[src/sv/srt_pkg.sv]
package srt_pkg;

  localparam int unsigned DEPTH = 16;
  localparam int unsigned IDX_W = (DEPTH > 1) ? $clog2(DEPTH) : 1;
  localparam int unsigned CNT_W = $clog2(DEPTH + 1);

  localparam int unsigned KEY_W    = 32;
  localparam int unsigned COURSE_W = 8;
  localparam int unsigned GRADE_W  = 32;
  localparam int unsigned STATUS_W = 3;
  localparam int unsigned COUNT_W  = 5;
  localparam int unsigned IN_DATA_W  = 72;
  localparam int unsigned OUT_DATA_W = 80;

  typedef enum logic [1:0] {
    OP_CLEAR  = 2'd0,
    OP_INSERT = 2'd1,
    OP_DELETE = 2'd2,
    OP_LIST   = 2'd3
  } op_e;

  typedef enum logic [STATUS_W-1:0] {
    ST_OK        = 3'd0,
    ST_DUPLICATE = 3'd1,
    ST_FULL      = 3'd2,
    ST_EMPTY     = 3'd3,
    ST_NOT_FOUND = 3'd4
  } status_e;

  typedef struct packed {
    logic [GRADE_W-1:0]  grade_bits;
    logic [COURSE_W-1:0] course;
    logic [KEY_W-1:0]    key;
  } record_t;

  // Outcome of comparing a stored key against the request key.
  typedef struct packed {
    logic eq;
    logic gt;
  } cmp_res_t;

endpackage

[src/sv/srt_cmp.sv]
module srt_cmp import srt_pkg::*; (
  input  logic signed [KEY_W-1:0] stored_key_i,
  input  logic signed [KEY_W-1:0] req_key_i,
  output cmp_res_t                res_o
);

  assign res_o.eq = (stored_key_i == req_key_i);
  assign res_o.gt = (stored_key_i > req_key_i);

endmodule

[src/sv/sorted_record_table_core.sv]
// Sorted record table. Keeps up to DEPTH records (key, course, grade bits)
// in ascending signed key order in a single-port style memory.
// Requests enter on the s_axis channel: tuser carries the opcode (clear,
// insert, delete, list) and tdata the record. One request is worked on at a
// time; s_axis_tready is high only while the sequencer is idle.
// Results leave on the m_axis channel through an output register, tlast
// marking the final result of a request. Clear, insert and delete give one
// result; list gives one result per stored record, or one empty result.
// One shared key comparator and the memory's registered read port set the
// pace. A scan reads and then compares each entry inspected, and each
// shifted entry is read and then written back; the scan and the shift
// together cover at most DEPTH entries. List reads each record and then
// offers it to the output register. Clear, insert into a full table and
// delete from an empty table go straight to the emit step. A stalled
// receiver holds the sequencer in its emit or list output step; a new request
// can be accepted while the last result still waits in the output register.
// Reset empties the table (count zero) and drops any pending result; the
// record memory itself is not cleared and needs no clearing pass.
module sorted_record_table_core import srt_pkg::*; (
  input  logic                  clk_i,
  input  logic                  rst_ni,
  input  logic                  s_axis_tvalid,
  output logic                  s_axis_tready,
  // [31:0] key, [39:32] course, [71:40] grade_bits
  input  logic [IN_DATA_W-1:0]  s_axis_tdata,
  // [1:0] opcode
  input  logic [1:0]            s_axis_tuser,
  output logic                  m_axis_tvalid,
  input  logic                  m_axis_tready,
  // [31:0] out_key, [39:32] out_course, [71:40] out_grade_bits,
  // [76:72] count, [79:77] zero
  output logic [OUT_DATA_W-1:0] m_axis_tdata,
  // [2:0] status, [3] entry_valid
  output logic [3:0]            m_axis_tuser,
  output logic                  m_axis_tlast
);

  typedef enum logic [3:0] {
    S_IDLE,
    S_SCAN_RD,
    S_SCAN_CMP,
    S_INS_SHIFT,
    S_INS_WR,
    S_DEL_SHIFT,
    S_DEL_WR,
    S_LIST_RD,
    S_LIST_OUT,
    S_EMIT
  } state_e;

  state_e              state_q, state_d;
  op_e                 op_q, op_d;
  record_t             req_q, req_d;
  status_e             status_q, status_d;
  logic [CNT_W-1:0]    cnt_q, cnt_d;
  logic [CNT_W-1:0]    ptr_q, ptr_d;
  logic [CNT_W-1:0]    pos_q, pos_d;

  logic                out_valid_q, out_valid_d;
  record_t             out_rec_q, out_rec_d;
  status_e             out_status_q, out_status_d;
  logic                out_entry_q, out_entry_d;
  logic                out_last_q, out_last_d;
  logic [CNT_W-1:0]    out_cnt_q, out_cnt_d;

  record_t             mem [DEPTH];
  record_t             rd_q;
  logic                rd_en;
  logic [CNT_W-1:0]    rd_addr;
  logic                wr_en;
  logic [CNT_W-1:0]    wr_addr;
  record_t             wr_data;

  cmp_res_t            cmp;
  logic                slot_free;
  logic [CNT_W-1:0]    ptr_inc;
  logic [CNT_W-1:0]    ptr_dec;
  logic [COUNT_W+CNT_W-1:0] cnt_wide;

  srt_cmp u_cmp (
    .stored_key_i (rd_q.key),
    .req_key_i    (req_q.key),
    .res_o        (cmp)
  );

  assign slot_free = !out_valid_q || m_axis_tready;
  assign ptr_inc   = ptr_q + CNT_W'(1);
  assign ptr_dec   = ptr_q - CNT_W'(1);

  always_ff @(posedge clk_i) begin
    if (wr_en) begin
      mem[wr_addr[IDX_W-1:0]] <= wr_data;
    end
    if (rd_en) begin
      rd_q <= mem[rd_addr[IDX_W-1:0]];
    end
  end

  always_comb begin
    state_d      = state_q;
    op_d         = op_q;
    req_d        = req_q;
    status_d     = status_q;
    cnt_d        = cnt_q;
    ptr_d        = ptr_q;
    pos_d        = pos_q;
    out_valid_d  = out_valid_q && !m_axis_tready;
    out_rec_d    = out_rec_q;
    out_status_d = out_status_q;
    out_entry_d  = out_entry_q;
    out_last_d   = out_last_q;
    out_cnt_d    = out_cnt_q;
    rd_en        = 1'b0;
    rd_addr      = ptr_q;
    wr_en        = 1'b0;
    wr_addr      = ptr_q;
    wr_data      = rd_q;

    case (state_q)
      S_IDLE: begin
        if (s_axis_tvalid) begin
          op_d     = op_e'(s_axis_tuser);
          req_d    = record_t'(s_axis_tdata);
          ptr_d    = '0;
          status_d = ST_OK;
          case (op_e'(s_axis_tuser))
            OP_CLEAR: begin
              cnt_d   = '0;
              state_d = S_EMIT;
            end
            OP_INSERT: begin
              if (cnt_q >= CNT_W'(DEPTH)) begin
                status_d = ST_FULL;
                state_d  = S_EMIT;
              end else begin
                state_d = S_SCAN_RD;
              end
            end
            OP_DELETE, OP_LIST: begin
              if (cnt_q == '0) begin
                status_d = ST_EMPTY;
                state_d  = S_EMIT;
              end else if (op_e'(s_axis_tuser) == OP_LIST) begin
                state_d = S_LIST_RD;
              end else begin
                state_d = S_SCAN_RD;
              end
            end
            default: state_d = S_EMIT;
          endcase
        end
      end

      S_SCAN_RD: begin
        if (ptr_q == cnt_q) begin
          // Every stored key is smaller than the request key.
          if (op_q == OP_INSERT) begin
            pos_d   = cnt_q;
            ptr_d   = cnt_q;
            state_d = S_INS_SHIFT;
          end else begin
            status_d = ST_NOT_FOUND;
            state_d  = S_EMIT;
          end
        end else begin
          rd_en   = 1'b1;
          state_d = S_SCAN_CMP;
        end
      end

      S_SCAN_CMP: begin
        // The table is sorted, so the first key not below the request
        // key decides both the match and the insert position.
        if (cmp.eq) begin
          if (op_q == OP_INSERT) begin
            status_d = ST_DUPLICATE;
            state_d  = S_EMIT;
          end else begin
            state_d = S_DEL_SHIFT;
          end
        end else if (cmp.gt) begin
          if (op_q == OP_INSERT) begin
            pos_d   = ptr_q;
            ptr_d   = cnt_q;
            state_d = S_INS_SHIFT;
          end else begin
            status_d = ST_NOT_FOUND;
            state_d  = S_EMIT;
          end
        end else begin
          ptr_d   = ptr_inc;
          state_d = S_SCAN_RD;
        end
      end

      S_INS_SHIFT: begin
        if (ptr_q == pos_q) begin
          wr_en   = 1'b1;
          wr_data = req_q;
          cnt_d   = cnt_q + CNT_W'(1);
          state_d = S_EMIT;
        end else begin
          rd_en   = 1'b1;
          rd_addr = ptr_dec;
          state_d = S_INS_WR;
        end
      end

      S_INS_WR: begin
        wr_en   = 1'b1;
        ptr_d   = ptr_dec;
        state_d = S_INS_SHIFT;
      end

      S_DEL_SHIFT: begin
        if (ptr_inc == cnt_q) begin
          cnt_d   = cnt_q - CNT_W'(1);
          state_d = S_EMIT;
        end else begin
          rd_en   = 1'b1;
          rd_addr = ptr_inc;
          state_d = S_DEL_WR;
        end
      end

      S_DEL_WR: begin
        wr_en   = 1'b1;
        ptr_d   = ptr_inc;
        state_d = S_DEL_SHIFT;
      end

      S_LIST_RD: begin
        rd_en   = 1'b1;
        state_d = S_LIST_OUT;
      end

      S_LIST_OUT: begin
        if (slot_free) begin
          out_valid_d  = 1'b1;
          out_rec_d    = rd_q;
          out_status_d = ST_OK;
          out_entry_d  = 1'b1;
          out_last_d   = (ptr_inc == cnt_q);
          out_cnt_d    = cnt_q;
          if (ptr_inc == cnt_q) begin
            state_d = S_IDLE;
          end else begin
            ptr_d   = ptr_inc;
            state_d = S_LIST_RD;
          end
        end
      end

      S_EMIT: begin
        if (slot_free) begin
          out_valid_d  = 1'b1;
          out_rec_d    = '0;
          out_status_d = status_q;
          out_entry_d  = 1'b0;
          out_last_d   = 1'b1;
          out_cnt_d    = cnt_q;
          state_d      = S_IDLE;
        end
      end

      default: state_d = S_IDLE;
    endcase
  end

  always_ff @(posedge clk_i or negedge rst_ni) begin
    if (!rst_ni) begin
      state_q      <= S_IDLE;
      op_q         <= OP_CLEAR;
      req_q        <= '0;
      status_q     <= ST_OK;
      cnt_q        <= '0;
      ptr_q        <= '0;
      pos_q        <= '0;
      out_valid_q  <= 1'b0;
      out_rec_q    <= '0;
      out_status_q <= ST_OK;
      out_entry_q  <= 1'b0;
      out_last_q   <= 1'b0;
      out_cnt_q    <= '0;
    end else begin
      state_q      <= state_d;
      op_q         <= op_d;
      req_q        <= req_d;
      status_q     <= status_d;
      cnt_q        <= cnt_d;
      ptr_q        <= ptr_d;
      pos_q        <= pos_d;
      out_valid_q  <= out_valid_d;
      out_rec_q    <= out_rec_d;
      out_status_q <= out_status_d;
      out_entry_q  <= out_entry_d;
      out_last_q   <= out_last_d;
      out_cnt_q    <= out_cnt_d;
    end
  end

  // The count field keeps only its low bits when the table is deep.
  assign cnt_wide = {{COUNT_W{1'b0}}, out_cnt_q};

  assign s_axis_tready = (state_q == S_IDLE);
  assign m_axis_tvalid = out_valid_q;
  assign m_axis_tdata  = {3'b000, cnt_wide[COUNT_W-1:0], out_rec_q};
  assign m_axis_tuser  = {out_entry_q, out_status_q};
  assign m_axis_tlast  = out_last_q;

endmodule

[config.mk]
export PLATFORM = sky130hd
export DESIGN_NAME = sorted_record_table_core
export DESIGN_NICKNAME = d
export VERILOG_FILES = /design/src/sv/srt_pkg.sv /design/src/sv/srt_cmp.sv /design/src/sv/sorted_record_table_core.sv
export SDC_FILE = /design/constraint.sdc
export NUM_CORES = 2
export LEC_CHECK = 0
export BUFFER_PORTS_ARGS = -buffer_cell sky130_fd_sc_hd__buf_4
export CAP_MARGIN = 40
export CORE_MARGIN = 3
export CORE_UTILIZATION = 50
export CTS_CLUSTER_DIAMETER = 60
export CTS_CLUSTER_SIZE = 20
export DETAILED_ROUTE_END_ITERATION = 16
export HOLD_SLACK_MARGIN = 0.1
export PLACE_DENSITY = 0.71
export SKIP_LAST_GASP = 1
export SYNTH_ARGS = -nofsm -noshare
export SYNTH_HDL_FRONTEND = slang
export SYNTH_HIERARCHICAL = 1
export SYNTH_SLANG_ARGS = --single-unit
export TNS_END_PERCENT = 5
[constraint.sdc]
create_clock -name clk_i -period 9.2 [get_ports clk_i]
set_clock_uncertainty 0.1 [all_clocks]
set_input_delay 0.92 -clock clk_i [delete_from_list [all_inputs] [get_ports clk_i]]
set_output_delay 0.92 -clock clk_i [all_outputs]
set_load 0.02 [all_outputs]
Word level (Yosys, flattened, before mapping)
Memory sizes are Yosys's and may differ from the RTL's. A register that Yosys moved wholly into a read port is not among the register bits.
Cells that the tools add are included.
{ "totals": {"ff_bits": 179, "mem_bits_rw": 1152, "input_bits": 78, "output_inout_bits": 87, "word_cells": 147, "memories": 1} }
{ "memory_table": {"columns": ["name", "depth", "word_bits", "rd", "rd_clocked_by_memory_dff", "wr", "line", "source"], "rows": [
  ["mem", 16, 72, 1, 1, 1, "sorted_record_table_core.sv:66", "record_t mem [DEPTH];"]
]} }
{ "op_classes": {"addsub": 4, "magnitude_cmp": 2, "n_eq_ne": 30, "muxes": 70, "reduce_logical": 23} }
{ "op_table": {"columns": ["cell", "count"], "rows": [
  ["2-to-1 mux 72 bit", 4],
  ["case mux 72 bit (2 select lines)", 1],
  ["2-to-1 mux 5 bit", 16],
  ["2-to-1 mux 4 bit", 13],
  ["case mux 4 bit (10 select lines)", 1],
  ["== test 32 bit", 1],
  ["greater-than comparator 32 bit", 1],
  ["2-to-1 mux 3 bit", 10],
  ["case mux 5 bit (6 select lines)", 1],
  ["inequality test 2 bit (second input constant)", 10],
  ["== test 4 x 3 -> 1 bit (second input constant)", 4],
  ["== test 5 bit", 3],
  ["case mux 5 bit (3 select lines)", 1],
  ["AND reduction 5 bit", 3],
  ["case mux 4 bit (3 select lines)", 1],
  ["2-to-1 mux 1 bit", 11],
  ["adder 5 x 1 -> 5 bit (second input constant)", 2],
  ["case mux 5 bit (2 select lines)", 1],
  ["subtractor 5 x 1 -> 5 bit (second input constant)", 2],
  ["case mux 3 bit (3 select lines)", 1],
  ["== test 4 x 2 -> 1 bit (second input constant)", 2],
  ["== test 4 bit (second input constant)", 2],
  ["case mux 4 bit (2 select lines)", 1],
  ["inequality test 3 bit (second input constant)", 2],
  ["other kinds (23)", 35]
]} }

Longest topological paths before layout
{ "logic_depth": {"ltp_word": 6, "depth_mapped": 16} }

Modules after synthesis
Netlist, hierarchy kept.
{ "modules_own_cells": {"columns": ["mod", "n_inst", "cells_each", "area_per_inst_um2"], "rows": [
  ["sorted_record_table_core", 1, 3342, 55694.7],
  ["srt_cmp", 1, 114, 830.8]
]} }

Least setup slack after synthesis
No wires, ideal clock.
{ "synth_timing": {"path_kind": "register to register", "startpoint": "register ptr_q[0]", "endpoint": "memory mem[3][0] (netlist name) (enable)", "arrival_time_ps": 6518, "t_required_ps": 8510, "path_slack_ps": 1991, "path_stages_with_launch": 9, "cell_sequence": "dfrtp_1 buf_4 xor2_1 nor2_1 nand3_1 clkbuf_1 o21ai_0 nand2_1 nor3_1"} }
{ "synth_between": {"elab_chain_len": 5} }
{ "synth_rtl": {"columns": ["element", "line", "source"], "rows": [
  ["start: declaration", "sorted_record_table_core.sv:56", "logic [CNT_W-1:0] ptr_q, ptr_d;"],
  ["start signal: assignment", "sorted_record_table_core.sv:291", "ptr_q <= ptr_d;"],
  ["== test 5 bit", "sorted_record_table_core.sv:197", "if (ptr_q == pos_q) begin"],
  ["2-to-1 mux 1 bit", "sorted_record_table_core.sv:197", null],
  ["case mux 1 bit (2 select lines)", "sorted_record_table_core.sv:119", "case (state_q)"],
  ["2-to-1 mux 1 bit", "sorted_record_table_core.sv:91", "if (wr_en) begin"],
  ["2-to-1 mux 1 bit (not written as such)", "sorted_record_table_core.sv:92", "mem[wr_addr[IDX_W-1:0]] <= wr_data;"],
  ["end: declaration", "sorted_record_table_core.sv:66", null]
]} }
Parallel ways exist; a longest one is shown, timed or not.

Worst setup path after layout
{ "layout_timing": {"startpoint": "register ptr_q[0]", "endpoint": "register, netlist name rd_q[9]"} }
{ "layout_between": {"elab_chain_len": 4, "elab_cells_between_ends": 12} }
{ "layout_rtl": {"columns": ["element", "line", "source"], "rows": [
  ["adder 5 x 1 -> 5 bit", "sorted_record_table_core.sv:87", "assign ptr_inc = ptr_q + CNT_W'(1);"],
  ["== test 5 bit", "sorted_record_table_core.sv:216", "if (ptr_inc == cnt_q) begin"],
  ["2-to-1 mux 1 bit or 2-to-1 mux 5 bit (tied branches)", "sorted_record_table_core.sv:216", null],
  ["case mux 1 bit (4 select lines) or case mux 4 bit (2 select lines) (tied branches)", "sorted_record_table_core.sv:119", null]
]} }
Parallel ways exist; a longest one is shown, timed or not.
A chain may end at the register's enable or synchronous reset.

==> results.py <==
metrics = {
    "run_status": {
        "status": "finished, final reports clean",
    },
    "layout": {
        "num_antenna_cells": 0,
        "finalNonFillerCells": 5125,
        "drive_gt1_share_pct": 24.7,
        "layout.nets": 3680,
        "area_delta_synth_final_pct": 11.6,
    },
    "sta": {
        "rsz0062_at_grt": "no",
        "whs_ns": 0.101,
        "finalCritPeriodShare_pct": 67.4,
        "max_freq_mhz": 161,
        "final_hold_viol_count": 0,
        "setup_tns_ns": 0,
        "slew_headroom_pct": 32.5,
        "worst_slew_pin_slew_ns": 1.01,
        "min_period_ns": 6.21,
        "setup_viol": 0,
        "setup_ws_ns": 2.99,
        "report.final.slew_viol_count": 0,
    },
    "yosys": {
        "syn-instance-count": 3456,
        "async_flop_share_pct": 12.8,
        "synth.area.top_cells": "edfxtp_1 65%, dfrtp_1 7.9%, mux2_2 6.7%",
        "yosysSeqAreaShare_pct": 72.9,
        "synth_edf_count": 1224,
        "synth_seq_cells": 1403,
        "yosysTopAreaCell": "edfxtp_1",
        "synth.top_cell.area_share_pct": 65.0,
        "avgSynthCellArea_sq_um": 16.4,
        "synth.cell_area_sq_um": 56500,
        "synth_cell_types": 85,
        "synthesis.yosys.warnings": 6,
        "ys.flop_type": "edfxtp_1",
    },
    "global_route": {
        "first_global_vias": 33300,
        "grt_pass1_wl_um": 218000,
        "grt_max_degree": 117,
        "grt-ovfl-total": 0,
        "antenna_found_initial": 0,
        "track_usage_pct": 24.9,
    },
    "die": {
        "core_area_sq_um": 111000,
        "die_h_um": 342,
        "dieWidth_um": 342,
        "die-area_sq_um": 117000,
        "start_util_pct": 50.7,
        "ios": 165,
        "rows": 122,
    },
    "setup_path": {
        "cp-end-kind": "flop",
        "cp-startpoint": "ptr_q[0]$_DFFE_PN0P_",
        "crit_fanout": 48,
        "critPathKind": "flop to flop",
        "cp-start-kind": "flop",
        "worstPathArrival_ns": 6.60,
        "r2r_slack_ns": 2.99,
        "critical_path_required_ns": 9.60,
        "reg2reg_from": "ptr_q[0]$_DFFE_PN0P_",
    },
    "place": {
        "dp_cells": 4951,
        "place_ws_ns": 3.09,
        "place_congestion": 0.868,
        "port_buffers": 161,
        "place_hpwl_um": 82600,
    },
    "clock_network": {
        "ctsHtreeMaxLevel": 3,
        "clk_pin_slew_worst_paths_ns": 0.08,
        "cts_setup_buffers": 0,
        "cts_resized": 0,
        "clk_path_buf_depth": 3,
        "ctsHoldBuffers": 0,
        "numCtsBuffers": 96,
        "clkLatencyLatePin_ns": 0.70,
        "cts_sinks": 1403,
        "clockRootBuffer": "clkbuf_16",
        "cts_tree": "built",
    },
    "job": {
        "cap_violations": 0,
    },
    "drt": {
        "drc_errors": 0,
        "m1WireLength_um": 59400,
        "vias_per_cell": 6.51,
        "wirelength_um": 148000,
        "dr_wl_met3_um": 14700,
        "drt-initial-drc-count": 4112,
        "antenna_left": 0,
        "post_drt_wl_per_cell_um": 28.8,
        "drt_first_pass_iters": 6,
        "num_vias": 33400,
        "route.met2.wl_um": 69400,
        "highest_layer": "met4",
    },
    "power_and_ir_drop": {
        "power_mw": 22.7,
        "power_leakage_nw": 20.8,
        "ir_drop_uv": 346,
        "cellPowerDensity_nw_per_um2": 360,
    },
    "min_path": {
        "hp-class": "input pin to async pin",
    },
}
layout by cell type, fill, tap and decap left out, types with 48 or more instances in the layout:
cell | netlist | layout
o221ai_1 | 48 | 48
a22o_1 | 72 | 72
nand3_1 | 225 | 222
o2bb2ai_1 | 73 | 73
edfxtp_1 | 1224 | 1224
o22ai_1 | 215 | 215
a2111oi_2 | 71 | 71
inv_1 | 109 | 109
nand2_1 | 59 | 57
a32oi_1 | 72 | 72
buf_4 | 14 | 230
clkbuf_16 | 0 | 96
dfrtp_1 | 179 | 179
mux2_2 | 338 | 338
o21ai_0 | 183 | 183
cells in the mapped netlist (27+ instances only):
cell type	n
a2111oi_2	71
a22o_1	72
a32oi_1	72
buf_2	79
clkbuf_1	129
dfrtp_1	179
edfxtp_1	1224
ha_1	40
inv_1	109
mux2_1	27
mux2_2	338
nand2_1	59
nand3_1	225
nor2_1	41
o21ai_0	183
o221ai_1	48
o22ai_1	215
o2bb2ai_1	73
worst paths after layout:
check	depth (start not counted)	end
setup / recovery	11	rd_q[9]$_DFFE_PP_
hold / removal	1	req_q[12]$_DFFE_PN0P_
setup reg to reg	11	rd_q[9]$_DFFE_PP_
hold reg to reg	2	out_status_q[1]$_DFFE_PN0P_
max in group asynchronous	3	req_q[43]$_DFFE_PN0P_
min in group clk_i	2	req_q[49]$_DFFE_PN0P_
critical path, cell delays in order, from the launching register on:
cell and delay, ns:
dfrtp_1 0.87, inv_1 0.19, ha_1 0.40, xor2_1 0.16
nor2_1 0.22, o2111ai_4 0.42, a32oi_4 0.91, nand2_4 0.72
nand3_4 0.81, buf_4 0.51, o221ai_1 0.23, a2111oi_2 0.41
sequential cells by signal, summed over array words and instances (netlist names):
signal         cells
m_axis_tdata      72
mem             1152
status_q           3
out_entry_q        1
m_axis_tlast       1
state_q            4
req_q             72
out_cnt_q          5
op_q               2
pos_q              5
rd_q              72
cnt_q              5
m_axis_tvalid      1
ptr_q              5
out_status_q       3
routing by layer:
| metal | GRT usage, % | vias up |
|---|---|---|
| li1 | - | 14100 |
| met1 | 35.3 | 17200 |
| met2 | 39.5 | 1852 |
| met3 | 4.57 | 249 |
| met4 | 7.36 | 0 |
| met5 | 0 | - |
power by group:
group	switching, mW	leakage, nW	internal, mW
logic	5.67	5.98	3.05
registers	0.633	13.3	8.89
clock network	2.24	1.55	2.26
total	8.54	20.8	14.2
cells by family (layout without fill, tap and decap cells):
kind of cell	after synthesis	after routing	synth area share, %
and+or+nand+nor	410	410	3.64
DFF	1403	1403	72.9
adders and majority gates	41	41	0.921
AOI/OAI and AO/OA	852	852	12.0
muxes	371	371	7.38
buffers and inverters	360	539	2.76
xor gates and xnor gates	18	18	0.305
other	1	3	0.00663
through the flow:
stage | util [%] | instance area, sq um
floorplan | - | 56500
global placement | 53.2 | 59300
detailed placement | 53.7 | 59900
CTS | 56.6 | 63100
global route | 56.6 | 63100
finish | 56.6 | 63100
area by class of cell:
| cell class | instances | area [sq um] |
|---|---|---|
| Fill cell | 8430 | 48400 |
| Multi-Input combinational cell | 1695 | 14000 |
| Timing Repair Buffer | 255 | 2320 |
| Sequential cell | 1403 | 41200 |
| Tap cell | 1488 | 1860 |
| Clock buffer | 114 | 2490 |
| Inverter | 110 | 413 |
| Clock inverter | 60 | 734 |
No activity file was read; power rests on OpenSTA's default activity.
